**src/rtl/arh_pkg.sv**
```systemverilog
package arh_pkg;

    localparam int BINS    = 2048;
    localparam int BIN_W   = $clog2(BINS);
    localparam int CNT_W   = 32;
    localparam int SMP_W   = 16;
    localparam int MAG_W   = SMP_W + 1;
    localparam int BPU_W   = 16;
    localparam int PROD_W  = 32;
    localparam int FRAC_W  = 16;
    localparam int IDX_W   = PROD_W - FRAC_W;
    localparam int APB_AW  = 3;
    localparam int APB_DW  = 32;

    localparam logic [BPU_W-1:0]        BPU_RESET  = 16'd256;
    localparam logic signed [SMP_W-1:0] LOW_START  = 16'sh7FFF;
    localparam logic signed [SMP_W-1:0] HIGH_START = 16'sh8000;
    localparam logic [CNT_W-1:0]        CNT_MAX    = {CNT_W{1'b1}};
    localparam logic [IDX_W-1:0]        LAST_BIN   = IDX_W'(BINS - 1);

    localparam logic [APB_AW-3:0]       REG_BINS_PER_UNIT = '0;

    typedef enum logic [1:0] {
        OP_RANGE       = 2'd0,
        OP_HIST        = 2'd1,
        OP_READ        = 2'd2,
        OP_RANGE_RESET = 2'd3
    } op_t;

    typedef struct packed {
        logic                     valid;
        op_t                      op;
        logic signed [SMP_W-1:0]  sample;
        logic [BIN_W-1:0]         read_bin;
        logic signed [SMP_W-1:0]  range_min;
        logic signed [SMP_W-1:0]  range_max;
    } item_t;

    typedef struct packed {
        logic                     valid;
        logic signed [SMP_W-1:0]  range_min;
        logic signed [SMP_W-1:0]  range_max;
        logic [BIN_W-1:0]         bin_hit;
        logic [CNT_W-1:0]         bin_count;
        logic                     sample_skipped;
    } result_t;

endpackage

```
**src/rtl/arh_range_unit.sv**
```systemverilog
module arh_range_unit
    import arh_pkg::*;
(
    input  logic                    aclk,
    input  logic                    aresetn,
    input  logic                    accept,
    input  op_t                     op,
    input  logic signed [SMP_W-1:0] sample,
    output logic signed [SMP_W-1:0] range_min,
    output logic signed [SMP_W-1:0] range_max
);

    logic signed [SMP_W-1:0] low_reg;
    logic signed [SMP_W-1:0] low_next;
    logic signed [SMP_W-1:0] high_reg;
    logic signed [SMP_W-1:0] high_next;

    always_comb begin
        low_next  = low_reg;
        high_next = high_reg;
        case (op)
            OP_RANGE: begin
                if (sample < low_reg) begin
                    low_next = sample;
                end
                if (sample > high_reg) begin
                    high_next = sample;
                end
            end
            OP_RANGE_RESET: begin
                low_next  = LOW_START;
                high_next = HIGH_START;
            end
            default: begin
                low_next  = low_reg;
                high_next = high_reg;
            end
        endcase
    end

    always_ff @(posedge aclk) begin
        if (!aresetn) begin
            low_reg  <= LOW_START;
            high_reg <= HIGH_START;
        end else if (accept) begin
            low_reg  <= low_next;
            high_reg <= high_next;
        end
    end

    assign range_min = low_next;
    assign range_max = high_next;

`ifndef NO_ASSERTIONS
    a_range_reset: assert property (@(posedge aclk) disable iff (!aresetn)
        accept && op == OP_RANGE_RESET |=> low_reg == LOW_START && high_reg == HIGH_START)
        else $error("Range was not restored by a range reset transaction.");

    a_range_track: assert property (@(posedge aclk) disable iff (!aresetn)
        accept && op == OP_RANGE |=> low_reg <= $past(sample) && high_reg >= $past(sample))
        else $error("Tracked range does not cover the last sample.");
`endif

endmodule

```
**config.mk**
```make
export PLATFORM = sky130hd
export DESIGN_NAME = arh_range_unit
export DESIGN_NICKNAME = d
export VERILOG_FILES = /design/src/rtl/arh_pkg.sv /design/src/rtl/arh_range_unit.sv
export SDC_FILE = /design/constraint.sdc
export NUM_CORES = 1
export LEC_CHECK = 0
export ABC_AREA = 1
export BUFFER_PORTS_ARGS = -buffer_cell sky130_fd_sc_hd__buf_2
export CORE_ASPECT_RATIO = 2
export CORE_MARGIN = 1.5
export CORE_UTILIZATION = 45
export DETAILED_ROUTE_END_ITERATION = 8
export PLACE_DENSITY = 0.75
export SKIP_LAST_GASP = 1
export SLEW_MARGIN = 20
export SYNTH_ARGS = -nofsm -noshare
export SYNTH_HDL_FRONTEND = slang
export SYNTH_SLANG_ARGS = --single-unit
```
**constraint.sdc**
```tcl
create_clock -name aclk -period 1.9 [get_ports aclk]
set_input_delay 0.095 -clock aclk [delete_from_list [all_inputs] [get_ports aclk]]
set_output_delay 0.095 -clock aclk [all_outputs]
set_load 0.03 [all_outputs]
```
Yosys cells after proc, flatten, opt, wreduce, memory -nomap -nowiden. Cells that the tools add are included.

Register bits: 32. Input bits: 21. Output and inout bits: 32. Logic and storage cells: 10.

$lt $le $gt $ge: 2. Eq/ne operators: 1. Muxes and demuxes: 4. Reductions and logical operators: 1.

Operators by type and width (number): $pmux W16 S2 (2); $mux W16 (2); $gt A16 B16 Y1 (1); $lt A16 B16 Y1 (1); $eq A2 B2 Y1 const B (1); $logic_not A2 Y1 (1).

Logic depth before layout (Yosys ltp).
Depth after elaboration: 3. Gate-level depth with buffers: 19. Mapped depth without buffers: 18.

Worst setup path after synthesis. No wires, ideal clock.

Kind: register to output. Start point: reg low_reg[15]. End point: out range_min[0]. Arrival time: 2166 ps. Data required time: 1805 ps. Setup slack: -361 ps. Stages on the path, launching flop included: 11. Path buffers: 0. Path through: dfxtp_1 inv_1 ha_1 nand4_1 nor3_2 nand2_1 nand2_2 nand2_2 nand3_1 nand3_1 a21boi_0.

Longest elaborated chain between the ends: 3.

RTL lines: from (decl) (RTL line arh_range_unit.sv:13) `logic signed [SMP_W-1:0] low_reg;`; from (signal assigned) (RTL line arh_range_unit.sv:46) `low_reg <= low_next;`; $lt A16 B16 Y1 (RTL line arh_range_unit.sv:23) `if (sample < low_reg) begin`; $mux W16 (RTL line arh_range_unit.sv:23); $pmux W16 S2 (RTL line arh_range_unit.sv:21) `case (op)`; to (decl) (RTL line arh_range_unit.sv:9) `output logic signed [SMP_W-1:0] range_min,`.

No other way between the ends.

Final worst setup path.
Start point: reg low_reg[7]. End point: out range_min[0].

Same word-level chain as after synthesis.

==> impl_metrics.yaml <==
timing:
  period_share: 1.38
  finalSetupTns_ns: -24.21
  finClkSkew_ns: 0.00678
  finalHoldViolations: 0
  final-setup-viol-count: 64
  relSlewSlack: 0.633
  worst_pin_slew_ns: 0.550
  min_period_ns: 2.62
  rsz0062_at_grt: "yes"
  max_freq_mhz: 381
  final.setup.worst_slack_ns: -0.723
  drv_slew: 0
global_route:
  grt_pass1_vias: 4221
  grt_usage: 0.358
  grt_max_degree: 32
  grt_pass1_wl_um: 21000
  grt-ovfl-total: 0
  antenna_found_initial: 0
worst_setup_path:
  worstPathRequired_ns: 1.80
  cp_cell_sequence: "inv_2 > ha_4 > nand2_1 > buf_4 > nor2_2 > nand2_1 > nand2_2 > nand2_4 > nand2_8 > nand2_8 > nand3_2 > nand3_2 > a21boi_2 > buf_6"
  worst-r2r-cell-count: 14
  cp_slowest_cell: "dfxtp_2"
  startpoint_type: "register"
  worstSetupEndpointType: "primary output"
  critical_path_class: "reg2out"
  max_stage_delay_ns: 0.34
  worstPathMaxFanout: 8
  cp.arrival_ns: 2.53
clocking:
  cts-hold-fix-buffers: 0
  h-tree-depth: 2
  cts_tree: "done"
  clkLatencyLatePin_ns: 0.29
  path_clk_slew_ns: 0.06
  clk_path_buf_depth: 2
  cts_sinks: 32
  clockRootBuffer: "clkbuf_16"
  cts_made_buffers: 5
detailed_routing:
  dr.pass1.iters: 5
  viasPerCell: 6.41
  route.detailed.drc: 0
  drtIter0Drc: 669
  wl_per_cell_um: 22.3
  drt_wl_total_um: 15900
  vias: 4577
  ant_nets: 0
floorplan:
  ios: 53
  core_area_mm2: 0.00689
  initial_core_util: 0.459
  die_h_um: 122
  fp-row-count: 43
  fp.dieW_um: 62.3
  die_area_mm2: 0.00757
power_and_ir_drop:
  clkPwrFrac: 0.224
  power_leakage_nw: 2.77
  netSwitchingFraction: 0.434
  max-vdd-ir-drop_mv: 0.826
  power_per_cell_area_mw_per_mm2: 683
  p_seq_frac: 0.204
  p_sw_w: 0.00165
  p_int_w: 0.00215
  p_comb_frac: 0.572
run:
  max_cap_viol_count: 0
hold_path:
  min_path_type: "in2reg"
  min_path_cells: 3
synth:
  synthCells: 515
  yosys_warnings: 0
  synth_top_area_frac: 0.202
  ys_types: 28
  netlist_top_cells_area: "dfxtp_1 20%, nand2_1 18%, ha_1 13%"
  syn_nets: 569
  syn_area_mm2: 0.00316
  synth-seq-area-share: 0.202
  ys_ff_latch: 32
  synth.avg_cell_area_um2: 6.14
  yosysTopAreaCell: "dfxtp_1"
place:
  dpl.hpwl_um: 7590
  dpl_worst_slack_ns: -0.300
  io_buffer_count: 52
  gp_congestion: 0.901
cells_and_area:
  drive_gt1_frac: 0.552
  layout.nets: 676
  area_growth_pct: 75.5
status:
  violations: "negative setup slack"
  status: "finished, violations left"
-- routing by layer --
layer,GRT usage,vias up,share of wire
li1,-,1909,-
met1,0.350,2118,0.31
met2,0.628,381,0.49
met3,0.0868,169,0.086
met4,0.301,0,0.11
met5,0,-,0
-- worst max-delay path: cells and delay by family (launching register included) --
| family | cells | cell delay, ns |
|---|---|---|
| DFF | 1 | 0.34 |
| AOI/OAI and AO/OA | 1 | 0.21 |
| and+or+nand+nor | 9 | 1.04 |
| buffers and inverters | 3 | 0.37 |
| adders and majority gates | 1 | 0.27 |
-- layout make-up --
cell class | count | area, um2
diodes | 1 | 2.50
flip-flops and latches | 32 | 673
repair buffers | 124 | 1110
well taps | 90 | 113
inverters | 80 | 303
clock buffers | 8 | 146
multi-input cells | 379 | 3200
fillers | 425 | 1330
-- layout by cell type, fill, tap and decap left out, types with 3 or more instances in the layout --
master,synthesis,final
ha_4,0,23
nand4_1,18,18
nand2_4,1,10
nor2_4,0,3
nand2_8,0,4
nor2_1,9,4
nor2_2,1,3
buf_6,4,49
a21boi_4,0,15
nand3_2,7,43
a21oi_1,43,30
dfxtp_1,32,6
buf_4,3,51
nand3_1,74,27
o21ai_0,11,8
dfxtp_2,0,26
inv_1,78,57
inv_2,2,22
ha_1,33,8
buf_2,6,20
clkbuf_16,0,6
nand2_1,153,117
nand2_2,3,28
a21oi_2,1,12
nand3_4,1,12
-- power groups by stage --
stage          Sequential, W  Clock [W]  Combinational [W]
2_1_floorplan       0.000764          0           0.000995
3_3_place_gp        0.000766          0            0.00137
3_5_place_dp        0.000770          0            0.00140
4_1_cts             0.000763   0.000846            0.00178
5_1_grt             0.000777   0.000889            0.00225
6_report            0.000774   0.000849            0.00217
-- cells by family (layout without fill, tap and decap cells) --
| group | after synthesis | after routing | share of synthesized area |
|---|---|---|---|
| simple gates | 270 | 272 | 0.392 |
| fa+ha+maj | 33 | 33 | 0.130 |
| buf+inv | 106 | 212 | 0.142 |
| other cells | 0 | 1 | 0 |
| flops | 32 | 32 | 0.202 |
| compound gates | 74 | 74 | 0.133 |
-- metrics by stage --
step	power (W)	std cells	hold WS (ns)	util	cell area (um2)
CTS	0.00338	702	0.123	0.736	5070
global route	0.00392	713	0.149	0.806	5550
detailed placement	0.00217	682	0.422	0.597	4110
floorplan	0.00176	515	0.226	-	3490
global placement	0.00213	682	0.421	0.597	4110
finish	0.00379	714	0.131	0.806	5550
-- Yosys cell counts --
library cell  count
a21boi_0          5
a21boi_1         11
a21o_1            1
a21oi_1          43
a21oi_2           1
buf_2             6
buf_4             3
buf_6             4
clkbuf_1         12
clkbuf_4          1
dfxtp_1          32
ha_1             33
inv_1            78
inv_2             2
nand2_1         153
nand2_2           3
nand2_4           1
nand3_1          74
nand3_2           7
nand3_4           1
nand4_1          18
nor2_1            9
nor2_2            1
nor3_1            1
nor3_2            2
o21ai_0          11
o21bai_1          1
o22ai_1           1
-- final timing paths --
check                    from            to  slack (ns)
hold reg to reg    low_reg[1]    low_reg[1]        0.47
hold / removal        aresetn   high_reg[5]        0.13
setup / recovery   low_reg[7]  range_min[0]       -0.72
setup reg to reg  low_reg[15]    low_reg[9]       -0.48
-- what timing repair did --
| action | in CTS | in global routing |
|---|---|---|
| pin swaps | 51 | 43 |
| cloned | 2 | 1 |
| buffers inserted | 10 | 11 |
| endpoints found under the setup margin | 64 | 64 |
| gates resized for setup | 179 | 89 |
(Power assumes the default switching activity.)
